### src/itbd_pkg.sv
// Shared widths, register codes and the symbol lookup for the base-digit converter.
`default_nettype none
package itbd_pkg;
	localparam int MagW        = 64;
	localparam int RadixW      = 5;
	localparam int DigitW      = 4;
	localparam int SymW        = 8;
	localparam int MaxRadix    = 16;
	localparam int MinRadix    = 2;
	localparam int MaxDigits   = 64;
	localparam int IdxW        = $clog2(MaxDigits);
	localparam int BitsPerStep = 4;
	localparam int DivSteps    = MagW / BitsPerStep;
	localparam int StepW       = $clog2(DivSteps);
	localparam int CfgIdxW     = 2;
	localparam int CfgDataW    = 64;
	localparam int RadixReset  = 10;

	typedef enum logic [CfgIdxW-1:0] {
		REG_RADIX  = 2'd0,
		REG_SYM_LO = 2'd1,
		REG_SYM_HI = 2'd2
	} cfg_reg_t;

	function automatic logic [SymW-1:0] symbol_of(input logic [CfgDataW-1:0] lo,
	                                              input logic [CfgDataW-1:0] hi,
	                                              input logic [DigitW-1:0] digit);
		logic [2*CfgDataW-1:0] tab;
		tab = {hi, lo};
		return tab[digit*SymW +: SymW];
	endfunction
endpackage
`default_nettype wire

### src/itbd_in_if.sv
// Input request channel: one signed value per request.
`default_nettype none
interface itbd_in_if import itbd_pkg::*; ();
	logic                   valid;
	logic                   ready;
	logic signed [MagW-1:0] value;

	modport source (output valid, value, input ready);
	modport sink (input valid, value, output ready);
endinterface
`default_nettype wire

### src/itbd_out_if.sv
// Output request channel: one digit symbol per request.
`default_nettype none
interface itbd_out_if import itbd_pkg::*; ();
	logic            valid;
	logic            ready;
	logic [SymW-1:0] symbol;
	logic            negative;
	logic            last;

	modport source (output valid, symbol, negative, last, input ready);
	modport sink (input valid, symbol, negative, last, output ready);
endinterface
`default_nettype wire

### src/itbd_cfg_if.sv
// Configuration write channel: register index and write data.
`default_nettype none
interface itbd_cfg_if import itbd_pkg::*; ();
	logic                valid;
	logic                ready;
	logic [CfgIdxW-1:0]  index;
	logic [CfgDataW-1:0] data;

	modport source (output valid, index, data, input ready);
	modport sink (input valid, index, data, output ready);
endinterface
`default_nettype wire

### src/itbd_div.sv
// Iterative unsigned divider: 64-bit dividend by a small radix, four quotient bits per cycle.
`default_nettype none
module itbd_div import itbd_pkg::*; (
	input  wire logic              clk,
	input  wire logic              arst_n,
	input  wire logic              start,
	input  wire logic [MagW-1:0]   dividend,
	input  wire logic [RadixW-1:0] divisor,
	output logic                   done,
	output logic [MagW-1:0]        quotient,
	output logic [DigitW-1:0]      remainder
);
	logic [MagW-1:0]   quo_q;
	logic [DigitW-1:0] rem_q;
	logic [StepW-1:0]  step_q;
	logic              busy_q;
	logic              done_q;
	logic [RadixW-1:0] div_q;
	logic [MagW-1:0]   quo_nxt;
	logic [DigitW-1:0] rem_nxt;

	// Restoring division, one bit per inner step; remainder stays below the divisor.
	always_comb begin
		logic [DigitW:0]   t;
		logic [DigitW:0]   diff;
		logic [MagW-1:0]   w;
		logic [DigitW-1:0] r;
		w = quo_q;
		r = rem_q;
		for (int i = 0; i < BitsPerStep; i++) begin
			t    = {r, w[MagW-1]};
			w    = {w[MagW-2:0], 1'b0};
			diff = t - div_q;
			if (t >= div_q) begin
				r    = diff[DigitW-1:0];
				w[0] = 1'b1;
			end else begin
				r = t[DigitW-1:0];
			end
		end
		quo_nxt = w;
		rem_nxt = r;
	end

	always_ff @(posedge clk or negedge arst_n) begin
		if (!arst_n) begin
			quo_q  <= '0;
			rem_q  <= '0;
			div_q  <= RadixW'(MinRadix);
			step_q <= '0;
			busy_q <= 1'b0;
			done_q <= 1'b0;
		end else begin
			done_q <= 1'b0;
			if (start) begin
				quo_q  <= dividend;
				rem_q  <= '0;
				div_q  <= divisor;
				step_q <= '0;
				busy_q <= 1'b1;
			end else if (busy_q) begin
				quo_q  <= quo_nxt;
				rem_q  <= rem_nxt;
				step_q <= step_q + 1'b1;
				if (step_q == StepW'(DivSteps - 1)) begin
					busy_q <= 1'b0;
					done_q <= 1'b1;
				end
			end
		end
	end

	assign done      = done_q;
	assign quotient  = quo_q;
	assign remainder = rem_q;

`ifndef SYNTHESIS
	a_rem_below_div: assert property (@(posedge clk) disable iff (!arst_n)
		done |-> ({1'b0, remainder} < div_q))
		else $error("divider remainder not below divisor");
`endif
endmodule
`default_nettype wire

### src/integer_to_base_digits.sv
// Converts a signed 64-bit value to digit symbols in a radix of 2..16, most significant first.
// Each digit comes from the shared divider (start, then 16 four-bit steps, then done);
// the digits are then read back from the store and looked up as symbols.
// No new value is taken until the last digit sits in the output register.
// Reset: arst_n clears the control state and config registers (radix 10, symbols 0).
`default_nettype none
module integer_to_base_digits import itbd_pkg::*; (
	input  wire logic clk,
	input  wire logic arst_n,
	itbd_cfg_if.sink  cfg,
	itbd_in_if.sink   din,
	itbd_out_if.source dout
);
	typedef enum logic [2:0] {
		S_IDLE,
		S_START,
		S_BUSY,
		S_RD,
		S_LD
	} state_t;

	state_t            state_q;
	logic [RadixW-1:0] cfg_radix_q;
	logic [CfgDataW-1:0] sym_lo_q;
	logic [CfgDataW-1:0] sym_hi_q;
	logic [RadixW-1:0] radix_q;
	logic [MagW-1:0]   mag_q;
	logic              neg_q;
	logic [IdxW-1:0]   cnt_q;
	logic [IdxW-1:0]   idx_q;
	logic [DigitW-1:0] rd_digit_q;
	logic [DigitW-1:0] digit_mem [MaxDigits];
	logic              out_valid_q;
	logic [SymW-1:0]   out_sym_q;
	logic              out_neg_q;
	logic              out_last_q;

	logic              div_start;
	logic              div_done;
	logic [MagW-1:0]   div_quo;
	logic [DigitW-1:0] div_rem;
	logic [RadixW-1:0] eff_radix;
	logic [MagW-1:0]   in_mag;
	logic              ld_ok;

	// Saturate the configured radix into the supported range.
	always_comb begin
		priority if (cfg_radix_q < RadixW'(MinRadix)) eff_radix = RadixW'(MinRadix);
		else if (cfg_radix_q > RadixW'(MaxRadix)) eff_radix = RadixW'(MaxRadix);
		else eff_radix = cfg_radix_q;
	end

	assign in_mag    = din.value[MagW-1] ? (MagW'(0) - MagW'(din.value)) : MagW'(din.value);
	assign div_start = (state_q == S_START);
	assign ld_ok     = !out_valid_q || dout.ready;

	assign cfg.ready     = 1'b1;
	assign din.ready     = (state_q == S_IDLE);
	assign dout.valid    = out_valid_q;
	assign dout.symbol   = out_sym_q;
	assign dout.negative = out_neg_q;
	assign dout.last     = out_last_q;

	itbd_div u_div (
		.clk       (clk),
		.arst_n    (arst_n),
		.start     (div_start),
		.dividend  (mag_q),
		.divisor   (radix_q),
		.done      (div_done),
		.quotient  (div_quo),
		.remainder (div_rem)
	);

	always_ff @(posedge clk or negedge arst_n) begin
		if (!arst_n) begin
			cfg_radix_q <= RadixW'(RadixReset);
			sym_lo_q    <= '0;
			sym_hi_q    <= '0;
		end else if (cfg.valid) begin
			unique case (cfg_reg_t'(cfg.index))
				REG_RADIX:  cfg_radix_q <= cfg.data[RadixW-1:0];
				REG_SYM_LO: sym_lo_q    <= cfg.data;
				REG_SYM_HI: sym_hi_q    <= cfg.data;
				default: ;
			endcase
		end
	end

	// Digit store: written once per digit, read back in reverse order.
	always_ff @(posedge clk) begin
		if (state_q == S_BUSY && div_done) digit_mem[cnt_q] <= div_rem;
		if (state_q == S_RD) rd_digit_q <= digit_mem[idx_q];
	end

	always_ff @(posedge clk or negedge arst_n) begin
		if (!arst_n) begin
			state_q     <= S_IDLE;
			radix_q     <= RadixW'(RadixReset);
			mag_q       <= '0;
			neg_q       <= 1'b0;
			cnt_q       <= '0;
			idx_q       <= '0;
			out_valid_q <= 1'b0;
			out_sym_q   <= '0;
			out_neg_q   <= 1'b0;
			out_last_q  <= 1'b0;
		end else begin
			// drop the output once taken; a load below overrides
			if (dout.valid && dout.ready) out_valid_q <= 1'b0;
			unique case (state_q)
				S_IDLE: begin
					if (din.valid) begin
						mag_q   <= in_mag;
						neg_q   <= din.value[MagW-1];
						radix_q <= eff_radix;
						cnt_q   <= '0;
						state_q <= S_START;
					end
				end
				S_START: state_q <= S_BUSY;
				S_BUSY: begin
					if (div_done) begin
						mag_q <= div_quo;
						if (div_quo == '0 || cnt_q == IdxW'(MaxDigits - 1)) begin
							idx_q   <= cnt_q;
							state_q <= S_RD;
						end else begin
							cnt_q   <= cnt_q + 1'b1;
							state_q <= S_START;
						end
					end
				end
				S_RD: state_q <= S_LD;
				S_LD: begin
					// hold until the output register frees up
					if (ld_ok) begin
						out_valid_q <= 1'b1;
						out_sym_q   <= symbol_of(sym_lo_q, sym_hi_q, rd_digit_q);
						out_neg_q   <= neg_q;
						out_last_q  <= (idx_q == '0);
						if (idx_q == '0) begin
							state_q <= S_IDLE;
						end else begin
							idx_q   <= idx_q - 1'b1;
							state_q <= S_RD;
						end
					end
				end
				default: state_q <= S_IDLE;
			endcase
		end
	end

`ifndef SYNTHESIS
	a_done_only_busy: assert property (@(posedge clk) disable iff (!arst_n)
		div_done |-> (state_q == S_BUSY))
		else $error("divider finished outside the divide phase");

	a_digit_limit: assert property (@(posedge clk) disable iff (!arst_n)
		(state_q == S_BUSY && div_done && cnt_q == IdxW'(MaxDigits - 1)) |=> (state_q == S_RD))
		else $error("digit count ran past the store depth");

	a_last_ends_run: assert property (@(posedge clk) disable iff (!arst_n)
		(state_q == S_LD && ld_ok && idx_q == '0) |=>
			(dout.valid && dout.last && state_q == S_IDLE))
		else $error("final digit did not close the run");
`endif
endmodule
`default_nettype wire

### src/flat_wrapper.sv
// flat-port wrapper written by rule: the top's interface ports become plain ports
module integer_to_base_digits_flat import itbd_pkg::*;
  (clk, arst_n, cfg_valid, cfg_index, cfg_data, cfg_ready, din_valid, din_value, din_ready, dout_valid, dout_symbol, dout_negative, dout_last, dout_ready);
  itbd_cfg_if cfg_i ();
  itbd_in_if din_i ();
  itbd_out_if dout_i ();
  input  wire logic clk;
  input  wire logic arst_n;
  input wire logic [$bits(cfg_i.valid)-1:0] cfg_valid;
  input wire logic [$bits(cfg_i.index)-1:0] cfg_index;
  input wire logic [$bits(cfg_i.data)-1:0] cfg_data;
  output wire logic [$bits(cfg_i.ready)-1:0] cfg_ready;
  input wire logic [$bits(din_i.valid)-1:0] din_valid;
  input wire logic [$bits(din_i.value)-1:0] din_value;
  output wire logic [$bits(din_i.ready)-1:0] din_ready;
  output wire logic [$bits(dout_i.valid)-1:0] dout_valid;
  output wire logic [$bits(dout_i.symbol)-1:0] dout_symbol;
  output wire logic [$bits(dout_i.negative)-1:0] dout_negative;
  output wire logic [$bits(dout_i.last)-1:0] dout_last;
  input wire logic [$bits(dout_i.ready)-1:0] dout_ready;
  assign cfg_i.valid = cfg_valid;
  assign cfg_i.index = cfg_index;
  assign cfg_i.data = cfg_data;
  assign cfg_ready = cfg_i.ready;
  assign din_i.valid = din_valid;
  assign din_i.value = din_value;
  assign din_ready = din_i.ready;
  assign dout_valid = dout_i.valid;
  assign dout_symbol = dout_i.symbol;
  assign dout_negative = dout_i.negative;
  assign dout_last = dout_i.last;
  assign dout_i.ready = dout_ready;
  integer_to_base_digits u_core (.clk(clk), .arst_n(arst_n), .cfg(cfg_i), .din(din_i), .dout(dout_i));
endmodule
### config.mk
export PLATFORM = sky130hd
export DESIGN_NAME = integer_to_base_digits_flat
export DESIGN_NICKNAME = d
export VERILOG_FILES = /design/src/itbd_pkg.sv /design/src/itbd_in_if.sv /design/src/itbd_out_if.sv /design/src/itbd_cfg_if.sv /design/src/itbd_div.sv /design/src/integer_to_base_digits.sv /design/src/flat_wrapper.sv
export SDC_FILE = /design/constraint.sdc
export NUM_CORES = 1
export LEC_CHECK = 0
export BUFFER_PORTS_ARGS = -buffer_cell sky130_fd_sc_hd__buf_2
export CAP_MARGIN = 30
export CORE_MARGIN = 2
export CORE_UTILIZATION = 40
export DETAILED_ROUTE_END_ITERATION = 10
export SLEW_MARGIN = 20
export SYNTH_ARGS = -nofsm -noshare
export SYNTH_HDL_FRONTEND = slang
export SYNTH_SLANG_ARGS = --single-unit
### constraint.sdc
create_clock -name clk -period 8.9 [get_ports clk]
set_input_delay 0.89 -clock clk [delete_from_list [all_inputs] [get_ports clk]]
set_output_delay 0.89 -clock clk [all_outputs]
set_load 0.005 [all_outputs]
==> results of run 1 <==
## cell usage in the layout, fill, tap and decap left out, types with 10 or more instances in the layout
cell type / count
sky130_fd_sc_hd__clkinv_2: 11
sky130_fd_sc_hd__clkbuf_16: 59
sky130_fd_sc_hd__a21oi_1: 76
sky130_fd_sc_hd__clkbuf_1: 13
sky130_fd_sc_hd__nor4_1: 25
sky130_fd_sc_hd__buf_2: 147
sky130_fd_sc_hd__mux4_2: 120
sky130_fd_sc_hd__nand4_1: 13
sky130_fd_sc_hd__nor2_1: 116
sky130_fd_sc_hd__nand3_1: 25
sky130_fd_sc_hd__and3_1: 32
sky130_fd_sc_hd__o21ai_0: 159
sky130_fd_sc_hd__o41ai_1: 19
sky130_fd_sc_hd__ha_1: 25
sky130_fd_sc_hd__edfxtp_1: 260
sky130_fd_sc_hd__xnor2_1: 13
sky130_fd_sc_hd__dfrtp_1: 296
sky130_fd_sc_hd__o31ai_1: 21
sky130_fd_sc_hd__mux2i_1: 74
sky130_fd_sc_hd__nor3_1: 12
sky130_fd_sc_hd__mux2_2: 147
sky130_fd_sc_hd__a211oi_1: 10
sky130_fd_sc_hd__nand2_1: 158
sky130_fd_sc_hd__inv_1: 28
sky130_fd_sc_hd__xor2_1: 52
sky130_fd_sc_hd__buf_4: 22
sky130_fd_sc_hd__or3_1: 25
## logic make-up after synthesis
logic type      after synthesis  synth area share (%)
mux                         341                 19.37
other cells                   1               0.01425
fa+ha+maj                    29                 1.493
flops                       568                 58.98
buf+inv                     152                 2.244
compound gates              331                 7.326
simple gates                462                 8.410
xor+xnor                     65                 2.163
## worst max-delay path by stage
stage | start | to | slack (ns)
global placement | u_core.u_div.remainder[0] | u_core.u_div.remainder[1] | 1.59
finish | u_core.u_div.remainder[2] | u_core.u_div.remainder[1] | 1.93
detailed placement | u_core.u_div.remainder[2] | u_core.u_div.remainder[1] | 1.65
CTS | u_core.u_div.remainder[2] | u_core.u_div.remainder[1] | 1.62
floorplan | u_core.u_div.remainder[1] | u_core.u_div.remainder[1] | 2.16
global route | u_core.u_div.remainder[2] | u_core.u_div.remainder[1] | 1.31
## critical path: cells and delay by family (launching register included)
family | cells | cell delay [ns]
mux | 3 | 1.15
simple gates | 4 | 0.63
buf+inv | 3 | 0.96
compound gates | 9 | 2.43
flops | 1 | 0.34
fa+ha+maj | 4 | 1.39
## final cells by class
cell class,instances,area share [%]
Antenna cell,1,0.008360
Clock buffer,74,5.187
Clock inverter,35,1.250
Inverter,28,0.3511
Multi-Input combinational cell,1229,34.18
Sequential cell,568,51.90
Tap cell,864,3.612
Timing Repair Buffer,177,3.511
## flip-flops by register name, indices dropped and copies added (netlist names), 5 cells and up
name	cells
u_core.digit_mem	256
u_core.mag_q	64
u_core.sym_hi_q	64
u_core.sym_lo_q	64
u_core.u_div.quotient	64
u_core.dout.symbol	8
u_core.cnt_q	6
u_core.idx_q	6
u_core.cfg_radix_q	5
u_core.radix_q	5
u_core.u_div.div_q	5
## per-stage QoR
step	hold slack (ns)	area [µm²]	setup WS, ns	util [%]
finish	0.3217	29930	1.926	45.77
global route	0.3905	29930	1.313	45.77
CTS	0.3469	29840	1.622	45.64
detailed placement	0.4308	27920	1.653	42.69
global placement	0.4149	27880	1.590	42.63
floorplan	0.3963	26320	2.159	-
## where the power goes
part	total [µW]	internal [µW]	switching, µW
clock network	2480	1440	1040
registers	3920	3440	480
logic	4800	2240	2560
## metal layers
metal | wire (µm) | up-vias | global-route usage [%]
li1 | - | 7582 | -
met1 | 28490 | 8754 | 26.53
met2 | 30660 | 462 | 30.45
met3 | 3534 | 89 | 2.710
met4 | 1307 | 2 | 5.143
met5 | 13 | - | 0
==> impl_results.html, run 1 <==
<table>
<tr><th>Metric</th><th>Value</th></tr>
<tr><th colspan="2">Clocking</th></tr>
<tr><td>Post-CTS setup buffers</td><td>0</td></tr>
<tr><td>Clock latency on the worst-skew pair</td><td>0.62 ns</td></tr>
<tr><td>CTS tree</td><td>built</td></tr>
<tr><td>H-tree levels</td><td>2</td></tr>
<tr><td>Master cell of the clock root buffer</td><td>sky130_fd_sc_hd__clkbuf_16</td></tr>
<tr><td>Clock Sink Count</td><td>568</td></tr>
<tr><td>Clock-pin transition on the worst setup and hold timing paths</td><td>0.06 ns</td></tr>
<tr><td>Max clock buf depth</td><td>3</td></tr>
<tr><td>Hold buffer count at CTS</td><td>0</td></tr>
<tr><td>Resize count post-CTS</td><td>0</td></tr>
<tr><td>Cts bufs inserted</td><td>59</td></tr>
<tr><th colspan="2">Run status</th></tr>
<tr><td>Status</td><td>completed</td></tr>
<tr><th colspan="2">Logic synthesis</th></tr>
<tr><td>Area share of the leading cell type in the synthesized netlist</td><td>29.67%</td></tr>
<tr><td>Async S/R FF share, synth</td><td>54.23%</td></tr>
<tr><td>Distinct cell type count of the synthesized netlist</td><td>60</td></tr>
<tr><td>Post-synth net total</td><td>2113</td></tr>
<tr><td>Most used standard cells in the synthesized netlist</td><td>303 x sky130_fd_sc_hd__dfrtp_1, 260 x sky130_fd_sc_hd__edfxtp_1, 159 x sky130_fd_sc_hd__o21ai_0</td></tr>
<tr><td>Most frequently used cell type in the post-synthesis netlist</td><td>sky130_fd_sc_hd__dfrtp_1</td></tr>
<tr><td>Library cell with the largest summed area after synthesis</td><td>sky130_fd_sc_hd__edfxtp_1</td></tr>
<tr><td>Flip-flop cell with the highest count after synthesis</td><td>sky130_fd_sc_hd__dfrtp_1</td></tr>
<tr><td>Synthesized area per cell</td><td>13.50 µm²</td></tr>
<tr><td>Number of storage elements in the synthesis netlist</td><td>568</td></tr>
<tr><td>Sequential share of the synthesized area</td><td>58.98%</td></tr>
<tr><td>Cell types occupying the most area after synthesis</td><td>sky130_fd_sc_hd__edfxtp_1 30%, sky130_fd_sc_hd__dfrtp_1 29%, sky130_fd_sc_hd__mux4_2 10%, sky130_fd_sc_hd__mux2_2 6.3%, sky130_fd_sc_hd__o21ai_0 3.0%</td></tr>
<tr><td>Netlist area before placement</td><td>26320 µm²</td></tr>
<tr><td>Yosys warning count</td><td>0</td></tr>
<tr><td>Synthesized instance count</td><td>1949</td></tr>
<tr><td>EDFF count, synth</td><td>260</td></tr>
<tr><th colspan="2">Timing</th></tr>
<tr><td>RSZ-0062 raised after global routing</td><td>no</td></tr>
<tr><td>Clock skew</td><td>0.01528 ns</td></tr>
<tr><td>Max Clock Freq</td><td>143.4 MHz</td></tr>
<tr><td>Count of endpoints failing hold in the final timing report</td><td>0</td></tr>
<tr><td>Portion of the clock cycle consumed by the worst path in the final layout</td><td>78.36%</td></tr>
<tr><td>Shortest period the worst path allows</td><td>6.974 ns</td></tr>
<tr><td>Transition time at the pin with the least slew margin</td><td>0.9681 ns</td></tr>
<tr><td>Summed negative setup slack over all endpoints</td><td>0 ns</td></tr>
<tr><td>Final number of max-transition violations</td><td>0</td></tr>
<tr><td>Max transition margin</td><td>35.22%</td></tr>
<tr><td>Setup-failing EPs final</td><td>0</td></tr>
<tr><th colspan="2">Setup path</th></tr>
<tr><td>Depth of the worst register-to-register path</td><td>23</td></tr>
<tr><td>Arrival @ worst endpoint</td><td>7.51 ns</td></tr>
<tr><td>Slowest stage delay, CP</td><td>0.59 ns</td></tr>
<tr><td>Worst r2r dst</td><td>u_core.u_div.remainder[1]</td></tr>
<tr><td>Max FO, Critical Path</td><td>67</td></tr>
<tr><td>Sequence of cells on the critical path</td><td>buf_4 &gt; ha_1 &gt; nand4_1 &gt; o21bai_1 &gt; a21oi_1 &gt; mux2_2 &gt; ha_1 &gt; a21o_1 &gt; a31oi_1 &gt; o21ai_1 &gt; mux2_2 &gt; ha_1 &gt; nand2_1 &gt; o31ai_1 &gt; clkbuf_2 &gt; a2111oi_0 &gt; or3_1 &gt; ha_1 &gt; nand2_1 &gt; o31ai_1 &gt; inv_1 &gt; mux2_2 &gt; a21oi_1</td></tr>
<tr><td>Critical path start-end classification</td><td>flip-flop to flip-flop</td></tr>
<tr><td>Critical-path cell with the highest stage delay</td><td>sky130_fd_sc_hd__o31ai_1</td></tr>
<tr><td>Type of element launching the critical path</td><td>flip-flop</td></tr>
<tr><td>Setup crit end kind</td><td>flip-flop</td></tr>
<tr><td>Most Frequent Cell on Critical Path</td><td>sky130_fd_sc_hd__ha_1</td></tr>
<tr><td>Reg2Reg Launch Point</td><td>u_core.u_div.remainder[2]</td></tr>
<tr><td>Setup slack of the worst register-to-register path</td><td>1.93 ns</td></tr>
<tr><td>Req. time, crit path</td><td>9.44 ns</td></tr>
<tr><th colspan="2">Routing</th></tr>
<tr><td>DRT antenna net count</td><td>0</td></tr>
<tr><td>Final routed wirelength across all metal layers</td><td>64000 µm</td></tr>
<tr><td>Number of vias in the routed layout</td><td>16889</td></tr>
<tr><td>Average detailed-routed wire length per instance</td><td>21.51 µm</td></tr>
<tr><td>DR iter-0 viols</td><td>1547</td></tr>
<tr><td>Post-DR vias/cell</td><td>5.675</td></tr>
<tr><td>First drt pass iteration count</td><td>5</td></tr>
<tr><td>Remaining design rule violation count</td><td>0</td></tr>
<tr><th colspan="2">GRT</th></tr>
<tr><td>Overall track demand over capacity in global routing</td><td>18.78%</td></tr>
<tr><td>Global-route wire length before repair</td><td>99330 µm</td></tr>
<tr><td>Maximum number of pins on one net before global-route repair</td><td>142</td></tr>
<tr><td>Total congestion overflow</td><td>0</td></tr>
<tr><td>Number of global-route vias before repair</td><td>17141</td></tr>
<tr><td>Antenna violations before repair</td><td>1</td></tr>
<tr><th colspan="2">Floorplan</th></tr>
<tr><td>Area of the die</td><td>67860 µm²</td></tr>
<tr><td>Core Box Area</td><td>65390 µm²</td></tr>
<tr><td>Initial Utilization</td><td>40.25%</td></tr>
<tr><td>Die extent in x</td><td>260.5 µm</td></tr>
<tr><td>Die height</td><td>260.5 µm</td></tr>
<tr><td>Num ports</td><td>148</td></tr>
<tr><td>FP Rows</td><td>94</td></tr>
<tr><th colspan="2">Cells and area</th></tr>
<tr><td>Share of post-route cells with drive strength above 1</td><td>26.67%</td></tr>
<tr><td>Footprint of the flip-flops and latches</td><td>15530 µm²</td></tr>
<tr><td>Number of filler instances in the final layout</td><td>5890</td></tr>
<tr><td>Cell Count, Final, Fillers Out</td><td>2976</td></tr>
<tr><td>Total number of nets in the final design</td><td>2227</td></tr>
<tr><td>Synthesis-to-layout area growth</td><td>13.74%</td></tr>
<tr><td>Footprint of the multi-input gates</td><td>10230 µm²</td></tr>
<tr><th colspan="2">Placed design</th></tr>
<tr><td>Global placement routability congestion</td><td>0.8061</td></tr>
<tr><td>Count of input and output buffers</td><td>146</td></tr>
<tr><td>Detailed Place HPWL</td><td>41490 µm</td></tr>
<tr><td>Dpl cells</td><td>2861</td></tr>
<tr><th colspan="2">Worst hold path</th></tr>
<tr><td>Worst hold path type</td><td>primary input to asynchronous set/reset pin</td></tr>
<tr><th colspan="2">Power</th></tr>
<tr><td>Final Power</td><td>11210 µW</td></tr>
<tr><td>Maximum resistive drop on vdd</td><td>0.6952 mV</td></tr>
<tr><td>Total power per unit cell area</td><td>374.5 nW/µm²</td></tr>
<tr><td>Static Leak</td><td>0.01178 µW</td></tr>
<tr><th colspan="2">Flow run</th></tr>
<tr><td>Number of max-cap violations</td><td>0</td></tr>
</table>
(Power assumes the default switching activity.)
==> run 2, diff against run 1 <==
- clock period: 8.9 -> 5.59 ns (I/O delays scaled with it)
==> impl_results.html, run 2 (synthesis results as in run 1) <==
<table>
<tr><th>Metric</th><th>Value</th></tr>
<tr><th colspan="2">Run status</th></tr>
<tr><td>Status</td><td>completed</td></tr>
<tr><th colspan="2">Floorplan</th></tr>
<tr><td>Num ports</td><td>148</td></tr>
<tr><td>Initial Utilization</td><td>40.25%</td></tr>
<tr><td>Area of the die</td><td>67860 µm²</td></tr>
<tr><td>Die height</td><td>260.5 µm</td></tr>
<tr><td>FP Rows</td><td>94</td></tr>
<tr><td>Die extent in x</td><td>260.5 µm</td></tr>
<tr><td>Core Box Area</td><td>65390 µm²</td></tr>
<tr><th colspan="2">Setup path</th></tr>
<tr><td>Sequence of cells on the critical path</td><td>inv_1 &gt; ha_1 &gt; a21o_1 &gt; a21o_1 &gt; a21oi_2 &gt; mux2_4 &gt; ha_4 &gt; a21o_1 &gt; a31oi_1 &gt; o21ai_2 &gt; buf_4 &gt; mux2_2 &gt; ha_1 &gt; nand2_1 &gt; o31ai_4 &gt; a2111oi_2 &gt; or3_1 &gt; ha_1 &gt; nand2_1 &gt; o31ai_2 &gt; inv_1 &gt; mux2_2 &gt; a21oi_1</td></tr>
<tr><td>Setup crit end kind</td><td>flip-flop</td></tr>
<tr><td>Req. time, crit path</td><td>6.13 ns</td></tr>
<tr><td>Arrival @ worst endpoint</td><td>5.90 ns</td></tr>
<tr><td>Type of element launching the critical path</td><td>flip-flop</td></tr>
<tr><td>Critical path start-end classification</td><td>flip-flop to flip-flop</td></tr>
<tr><td>Max FO, Critical Path</td><td>8</td></tr>
<tr><td>Critical-path cell with the highest stage delay</td><td>sky130_fd_sc_hd__dfstp_2</td></tr>
<tr><td>Slowest stage delay, CP</td><td>0.53 ns</td></tr>
<tr><th colspan="2">Routing</th></tr>
<tr><td>DRT antenna net count</td><td>0</td></tr>
<tr><td>Number of vias in the routed layout</td><td>16807</td></tr>
<tr><td>DR iter-0 viols</td><td>1285</td></tr>
<tr><td>First drt pass iteration count</td><td>7</td></tr>
<tr><td>Remaining design rule violation count</td><td>0</td></tr>
<tr><td>Final routed wirelength across all metal layers</td><td>64100 µm</td></tr>
<tr><td>Post-DR vias/cell</td><td>5.615</td></tr>
<tr><td>Average detailed-routed wire length per instance</td><td>21.42 µm</td></tr>
<tr><th colspan="2">Power</th></tr>
<tr><td>Final Power</td><td>18980 µW</td></tr>
<tr><td>Total power per unit cell area</td><td>626.9 nW/µm²</td></tr>
<tr><td>Static Leak</td><td>0.01194 µW</td></tr>
<tr><td>Maximum resistive drop on vdd</td><td>1.336 mV</td></tr>
<tr><th colspan="2">Clocking</th></tr>
<tr><td>H-tree levels</td><td>2</td></tr>
<tr><td>Clock-pin transition on the worst setup and hold timing paths</td><td>0.06 ns</td></tr>
<tr><td>Master cell of the clock root buffer</td><td>sky130_fd_sc_hd__clkbuf_16</td></tr>
<tr><td>Clock latency on the worst-skew pair</td><td>0.62 ns</td></tr>
<tr><td>Max clock buf depth</td><td>3</td></tr>
<tr><td>Clock Sink Count</td><td>568</td></tr>
<tr><td>Cts bufs inserted</td><td>59</td></tr>
<tr><td>CTS tree</td><td>built</td></tr>
<tr><th colspan="2">GRT</th></tr>
<tr><td>Total congestion overflow</td><td>0</td></tr>
<tr><td>Global-route wire length before repair</td><td>99320 µm</td></tr>
<tr><td>Number of global-route vias before repair</td><td>17014</td></tr>
<tr><td>Overall track demand over capacity in global routing</td><td>18.83%</td></tr>
<tr><td>Maximum number of pins on one net before global-route repair</td><td>133</td></tr>
<tr><td>Antenna violations before repair</td><td>8</td></tr>
<tr><th colspan="2">Placed design</th></tr>
<tr><td>Dpl cells</td><td>2870</td></tr>
<tr><td>Count of input and output buffers</td><td>146</td></tr>
<tr><td>Placed inst area</td><td>28060 µm²</td></tr>
<tr><td>Worst-case setup slack after placement</td><td>0.08764 ns</td></tr>
<tr><td>Detailed Place HPWL</td><td>42380 µm</td></tr>
<tr><td>Global placement routability congestion</td><td>0.8145</td></tr>
<tr><th colspan="2">Cells and area</th></tr>
<tr><td>Footprint of the flip-flops and latches</td><td>15540 µm²</td></tr>
<tr><td>Total number of nets in the final design</td><td>2238</td></tr>
<tr><td>Final Instance Area</td><td>30270 µm²</td></tr>
<tr><td>Flip-flop count of the largest register, all copies and words added</td><td>256</td></tr>
<tr><td>Commonest non-fill, non-tap cells in the layout</td><td>296 x sky130_fd_sc_hd__dfrtp_1, 260 x sky130_fd_sc_hd__edfxtp_1, 159 x sky130_fd_sc_hd__o21ai_0, 158 x sky130_fd_sc_hd__nand2_1, 147 x sky130_fd_sc_hd__buf_2</td></tr>
<tr><td>Number of filler instances in the final layout</td><td>5796</td></tr>
<tr><td>Most common cell after layout, fill and taps aside</td><td>sky130_fd_sc_hd__dfrtp_1</td></tr>
<tr><td>Footprint of the multi-input gates</td><td>10320 µm²</td></tr>
<tr><td>Cell Count, Final, Fillers Out</td><td>2993</td></tr>
<tr><td>Largest register by flop count</td><td>u_core.digit_mem</td></tr>
<tr><td>Share of post-route cells with drive strength above 1</td><td>27.91%</td></tr>
<tr><td>Synthesis-to-layout area growth</td><td>15.03%</td></tr>
<tr><th colspan="2">Timing</th></tr>
<tr><td>Max transition margin</td><td>39.00%</td></tr>
<tr><td>Max Clock Freq</td><td>186.6 MHz</td></tr>
<tr><td>Transition time at the pin with the least slew margin</td><td>0.9150 ns</td></tr>
<tr><td>Final number of max-transition violations</td><td>0</td></tr>
<tr><td>Final setup slack of the worst path</td><td>0.2315 ns</td></tr>
<tr><td>Setup-failing EPs final</td><td>0</td></tr>
<tr><td>Portion of the clock cycle consumed by the worst path in the final layout</td><td>95.86%</td></tr>
<tr><td>Count of endpoints failing hold in the final timing report</td><td>0</td></tr>
<tr><td>Clock skew</td><td>0.02392 ns</td></tr>
<tr><td>Summed negative setup slack over all endpoints</td><td>0 ns</td></tr>
<tr><td>Shortest period the worst path allows</td><td>5.358 ns</td></tr>
<tr><th colspan="2">Worst hold path</th></tr>
<tr><td>Worst hold path type</td><td>primary input to flip-flop</td></tr>
<tr><th colspan="2">Flow run</th></tr>
<tr><td>Number of max-cap violations</td><td>0</td></tr>
</table>
[run 2: stage by stage]
stage	util, %	hold WS (ns)
floorplan	-	0.2634
global placement	42.77	0.4278
detailed placement	42.91	0.4440
CTS	46.07	0.1579
global route	46.29	0.1735
finish	46.29	0.2001
[run 2: worst max-delay path, delay by kind of cell (launching register included)]
family          cells  cell delay, ns
fa+ha+maj           4            1.06
flops               1            0.53
buf+inv             3            0.34
mux                 3            0.91
compound gates     10            1.89
simple gates        3            0.54
[run 2: layout make-up]
type	instances	share of cell area, %
Tap cell	864	3.571
Inverter	28	0.3472
Antenna cell	4	0.03306
Clock inverter	37	1.414
Multi-Input combinational cell	1229	34.10
Timing Repair Buffer	188	3.835
Clock buffer	75	5.377
Sequential cell	568	51.32
[run 2: final timing paths]
kind | startpoint | endpoint | slack [ns] | cells past startpoint
min in group asynchronous | arst_n | u_core.sym_lo_q[5] | 0.53 | 2
max in group asynchronous | arst_n | u_core.idx_q[0] | 3.78 | 3
max reg2reg | u_core.u_div.div_q[1] | u_core.u_div.remainder[1] | 0.23 | 23
max | u_core.u_div.div_q[1] | u_core.u_div.remainder[1] | 0.23 | 23
min reg2reg | u_core.cfg_radix_q[4] | u_core.radix_q[1] | 0.44 | 1
min | cfg_data[12] | u_core.sym_hi_q[12] | 0.20 | 2
[run 2: power by group]
part	total, µW	switching (µW)	internal (µW)
Sequential	6260	780	5480
Clock	4120	1650	2470
Combinational	8590	4430	4160
[run 2: routing by layer]
layer  global-route usage [%]  vias up  part of all wire [%]
li1                         -     7619                     -
met5                        0        -                 0.094
met4                    6.587       10                   2.9
met1                    26.57     8621                    44
met2                    29.43      454                    47
met3                    3.341      103                   5.6
[run 2: what timing repair did]
| item | in CTS | in global routing |
|---|---|---|
| gates resized for setup | 0 | 9 |
| hold endpoints to repair | 73 | 0 |
| setup buffers | 0 | 3 |
| hold buffers | 1 | 0 |
| endpoints found under the setup margin | 0 | 5 |
==> run 3, diff against run 2 <==
- ABC_AREA: unset -> 1
- CELL_PAD_IN_SITES_DETAIL_PLACEMENT: unset -> 0
- CELL_PAD_IN_SITES_GLOBAL_PLACEMENT: unset -> 1
- PLACE_DENSITY_LB_ADDON: unset -> 0.1
- SYNTH_HIERARCHICAL: unset -> 1
==> impl_results.html, run 3 <==
<table>
<tr><th>Metric</th><th>Value</th></tr>
<tr><th colspan="2">Run status</th></tr>
<tr><td>Status</td><td>completed</td></tr>
<tr><th colspan="2">Setup path</th></tr>
<tr><td>Req. time, crit path</td><td>6.14 ns</td></tr>
<tr><td>Type of element launching the critical path</td><td>flip-flop</td></tr>
<tr><td>Most Frequent Cell on Critical Path</td><td>sky130_fd_sc_hd__nand2_1</td></tr>
<tr><td>Critical path start-end classification</td><td>flip-flop to flip-flop</td></tr>
<tr><td>Slowest stage delay, CP</td><td>0.59 ns</td></tr>
<tr><td>Setup crit end kind</td><td>flip-flop</td></tr>
<tr><td>Critical-path cell with the highest stage delay</td><td>sky130_fd_sc_hd__dfstp_2</td></tr>
<tr><td>Arrival @ worst endpoint</td><td>5.66 ns</td></tr>
<tr><td>Max FO, Critical Path</td><td>8</td></tr>
<tr><th colspan="2">Logic synthesis</th></tr>
<tr><td>Most frequently used cell type in the post-synthesis netlist</td><td>sky130_fd_sc_hd__nand2_1</td></tr>
<tr><td>Synthesized area per cell</td><td>8.599 µm²</td></tr>
<tr><td>Cell types occupying the most area after synthesis</td><td>sky130_fd_sc_hd__edfxtp_1 28%, sky130_fd_sc_hd__dfrtp_1 27%, sky130_fd_sc_hd__nand2_1 11%, sky130_fd_sc_hd__nor2_1 6.7%, sky130_fd_sc_hd__o21ai_0 6.5%</td></tr>
<tr><td>Area share of the leading cell type in the synthesized netlist</td><td>27.95%</td></tr>
<tr><td>Post-synth net total</td><td>3412</td></tr>
<tr><td>Sequential share of the synthesized area</td><td>55.56%</td></tr>
<tr><td>Library cell with the largest summed area after synthesis</td><td>sky130_fd_sc_hd__edfxtp_1</td></tr>
<tr><td>Netlist area before placement</td><td>27940 µm²</td></tr>
<tr><td>Most used standard cells in the synthesized netlist</td><td>796 x sky130_fd_sc_hd__nand2_1, 499 x sky130_fd_sc_hd__nor2_1, 365 x sky130_fd_sc_hd__o21ai_0</td></tr>
<tr><td>EDFF count, synth</td><td>260</td></tr>
<tr><td>Synthesized instance count</td><td>3249</td></tr>
<tr><td>Yosys warning count</td><td>6</td></tr>
<tr><td>Flip-flop cell with the highest count after synthesis</td><td>sky130_fd_sc_hd__dfrtp_1</td></tr>
<tr><td>Async S/R FF share, synth</td><td>54.23%</td></tr>
<tr><td>Distinct cell type count of the synthesized netlist</td><td>48</td></tr>
<tr><td>Number of storage elements in the synthesis netlist</td><td>568</td></tr>
<tr><th colspan="2">Timing</th></tr>
<tr><td>Final number of max-transition violations</td><td>0</td></tr>
<tr><td>Transition time at the pin with the least slew margin</td><td>0.9799 ns</td></tr>
<tr><td>Count of endpoints failing hold in the final timing report</td><td>0</td></tr>
<tr><td>RSZ-0062 raised after global routing</td><td>no</td></tr>
<tr><td>Summed negative setup slack over all endpoints</td><td>0 ns</td></tr>
<tr><td>Shortest period the worst path allows</td><td>5.104 ns</td></tr>
<tr><td>Portion of the clock cycle consumed by the worst path in the final layout</td><td>91.30%</td></tr>
<tr><td>Max transition margin</td><td>34.48%</td></tr>
<tr><td>Max Clock Freq</td><td>195.9 MHz</td></tr>
<tr><td>Clock skew</td><td>0.03576 ns</td></tr>
<tr><td>Setup-failing EPs final</td><td>0</td></tr>
<tr><th colspan="2">Cells and area</th></tr>
<tr><td>Share of post-route cells with drive strength above 1</td><td>10.22%</td></tr>
<tr><td>Commonest non-fill, non-tap cells in the layout</td><td>796 x sky130_fd_sc_hd__nand2_1, 499 x sky130_fd_sc_hd__nor2_1, 365 x sky130_fd_sc_hd__o21ai_0, 298 x sky130_fd_sc_hd__dfrtp_1, 260 x sky130_fd_sc_hd__edfxtp_1</td></tr>
<tr><td>Largest register by flop count</td><td>u_core/digit_mem</td></tr>
<tr><td>Flip-flop count of the largest register, all copies and words added</td><td>256</td></tr>
<tr><td>Synthesis-to-layout area growth</td><td>13.13%</td></tr>
<tr><td>Cell Count, Final, Fillers Out</td><td>4317</td></tr>
<tr><td>Total number of nets in the final design</td><td>3499</td></tr>
<tr><td>Most common cell after layout, fill and taps aside</td><td>sky130_fd_sc_hd__nand2_1</td></tr>
<tr><th colspan="2">Placed design</th></tr>
<tr><td>Dpl cells</td><td>4192</td></tr>
<tr><td>Count of input and output buffers</td><td>146</td></tr>
<tr><td>Global placement routability congestion</td><td>0.8462</td></tr>
<tr><td>Detailed Place HPWL</td><td>55740 µm</td></tr>
<tr><th colspan="2">Flow run</th></tr>
<tr><td>Number of max-cap violations</td><td>0</td></tr>
<tr><th colspan="2">Floorplan</th></tr>
<tr><td>Core Box Area</td><td>68830 µm²</td></tr>
<tr><td>FP Rows</td><td>96</td></tr>
<tr><td>Die extent in x</td><td>268.3 µm</td></tr>
<tr><td>Num ports</td><td>148</td></tr>
<tr><td>Initial Utilization</td><td>40.59%</td></tr>
<tr><td>Die height</td><td>268.3 µm</td></tr>
<tr><td>Area of the die</td><td>71970 µm²</td></tr>
<tr><th colspan="2">Power</th></tr>
<tr><td>Sequential group share of total power</td><td>29.0%</td></tr>
<tr><td>Clock share of power</td><td>19.8%</td></tr>
<tr><td>Internal power</td><td>11810 µW</td></tr>
<tr><td>Net switching power</td><td>9008 µW</td></tr>
<tr><td>Net switching share of the total power</td><td>43.27%</td></tr>
<tr><td>Total power per unit cell area</td><td>658.6 nW/µm²</td></tr>
<tr><td>Share of power burned in combinational logic</td><td>51.1%</td></tr>
<tr><td>Static Leak</td><td>0.01344 µW</td></tr>
<tr><td>Final Power</td><td>20820 µW</td></tr>
<tr><td>Maximum resistive drop on vdd</td><td>0.9972 mV</td></tr>
<tr><th colspan="2">Clocking</th></tr>
<tr><td>Clock latency on the worst-skew pair</td><td>0.65 ns</td></tr>
<tr><td>Max clock buf depth</td><td>3</td></tr>
<tr><td>H-tree levels</td><td>2</td></tr>
<tr><td>Cts bufs inserted</td><td>61</td></tr>
<tr><td>Clock-pin transition on the worst setup and hold timing paths</td><td>0.06 ns</td></tr>
<tr><td>CTS tree</td><td>built</td></tr>
<tr><td>Clock Sink Count</td><td>568</td></tr>
<tr><td>Master cell of the clock root buffer</td><td>sky130_fd_sc_hd__clkbuf_16</td></tr>
<tr><th colspan="2">Routing</th></tr>
<tr><td>First drt pass iteration count</td><td>6</td></tr>
<tr><td>Final routed wirelength across all metal layers</td><td>83750 µm</td></tr>
<tr><td>Average detailed-routed wire length per instance</td><td>19.40 µm</td></tr>
<tr><td>Remaining design rule violation count</td><td>0</td></tr>
<tr><td>Post-DR vias/cell</td><td>5.250</td></tr>
<tr><td>DRT antenna net count</td><td>0</td></tr>
<tr><td>DR iter-0 viols</td><td>1693</td></tr>
<tr><td>Number of vias in the routed layout</td><td>22663</td></tr>
<tr><th colspan="2">GRT</th></tr>
<tr><td>Overall track demand over capacity in global routing</td><td>23.27%</td></tr>
<tr><td>Global-route wire length before repair</td><td>129300 µm</td></tr>
<tr><td>Number of global-route vias before repair</td><td>22541</td></tr>
<tr><td>Antenna violations before repair</td><td>5</td></tr>
<tr><td>Total congestion overflow</td><td>0</td></tr>
<tr><td>Maximum number of pins on one net before global-route repair</td><td>142</td></tr>
<tr><th colspan="2">Worst hold path</th></tr>
<tr><td>Worst hold path type</td><td>primary input to flip-flop</td></tr>
</table>
-- run 3: cell types whose count changed after synthesis, moves of 41 or more --
cell                       before  now
sky130_fd_sc_hd__buf_2          1   82
sky130_fd_sc_hd__inv_1         28  249
sky130_fd_sc_hd__mux2_2       147    1
sky130_fd_sc_hd__mux2i_1       74    0
sky130_fd_sc_hd__mux4_2       120    0
sky130_fd_sc_hd__nand2_1      158  796
sky130_fd_sc_hd__nand3_1       25  149
sky130_fd_sc_hd__nor2_1       117  499
sky130_fd_sc_hd__o211ai_1       4   76
sky130_fd_sc_hd__o21ai_0      159  365
sky130_fd_sc_hd__o221ai_1       0   41
-- run 3: kinds of logic (layout without fill, tap and decap cells) --
family / Yosys count / after routing / share of synthesized area (%)
multiplexers: 1 / 1 / 0.04030
AO/OA/AOI/OAI: 661 / 661 / 13.63
buffers and inverters: 427 / 563 / 6.279
flip-flops: 568 / 568 / 55.56
other: 1 / 2 / 0.01342
XOR/XNOR: 25 / 25 / 0.7837
AND/OR/NAND/NOR: 1538 / 1538 / 22.34
adder cells (fa/ha/maj): 28 / 28 / 1.361
-- run 3: final cells by class --
type / instances / area (µm²)
diodes: 1 / 2.502
repair buffers: 189 / 1164
flip-flops and latches: 568 / 15530
multi-input cells: 2254 / 10700
inverters: 262 / 988.4
well taps: 931 / 1165
fillers: 6855 / 37220
clock buffers: 81 / 1673
clock inverters: 31 / 382.9
-- run 3: routing by layer --
layer	up-vias	global-route usage (%)	part of all wire (%)
met5	-	0	0.043
met4	6	8.184	3.4
met3	128	2.960	4.7
met2	526	39.00	48
met1	10985	31.07	44
li1	11018	-	-
-- run 3: final timing paths --
check                           slack, ns  cells after the start                   from                   endpoint
worst max-delay path                 0.49                     31  u_core/u_div/div_q[1]  u_core/u_div/remainder[3]
worst min-delay path                 0.11                      2             dout_ready          u_core/dout.valid
worst max register to register       0.49                     31  u_core/u_div/div_q[1]  u_core/u_div/remainder[3]
worst min register to register       0.47                      2      u_core/radix_q[3]          u_core/radix_q[3]
max in group asynchronous            3.56                      3                 arst_n         u_core/sym_hi_q[2]
min in group asynchronous            0.57                      2                 arst_n        u_core/sym_hi_q[59]
-- run 3: through the flow --
| stage | utilization, % | hold slack [ns] | instance area (µm²) | setup slack (ns) |
|---|---|---|---|---|
| 6_report | 45.92 | 0.1094 | 31610 | 0.4864 |
| 5_1_grt | 45.92 | 0.1247 | 31610 | 0.05292 |
| 4_1_cts | 45.77 | 0.06831 | 31500 | 0.3469 |
| 3_5_place_dp | 42.76 | 0.4614 | 29430 | 0.3703 |
| 3_3_place_gp | 42.61 | 0.4605 | 29330 | 0.4438 |
| 2_1_floorplan | - | 0.2634 | 27940 | 0.6049 |
-- run 3: critical path, delay by kind of cell (launching register included) --
family / cells / cell delay [ns]
buf+inv: 4 / 0.41
fa+ha+maj: 4 / 1.34
compound gates: 4 / 0.62
flops: 1 / 0.59
simple gates: 19 / 2.05
-- run 3: power by group through the flow --
| stage | Clock (µW) | Sequential, µW | Combinational, µW |
|---|---|---|---|
| CTS | 4240 | 6080 | 10400 |
| global placement | 0 | 6140 | 10200 |
| finish | 4130 | 6040 | 10600 |
| global route | 4400 | 6140 | 12000 |
| detailed placement | 0 | 6150 | 10400 |
| floorplan | 0 | 6010 | 7820 |
-- run 3: repair_timing --
action,4_1_cts,5_1_grt
endpoints found under the setup margin,0,4
resized for setup,0,2
hold buffers,1,0
endpoints found under the hold margin,10,0
buffers inserted,0,9
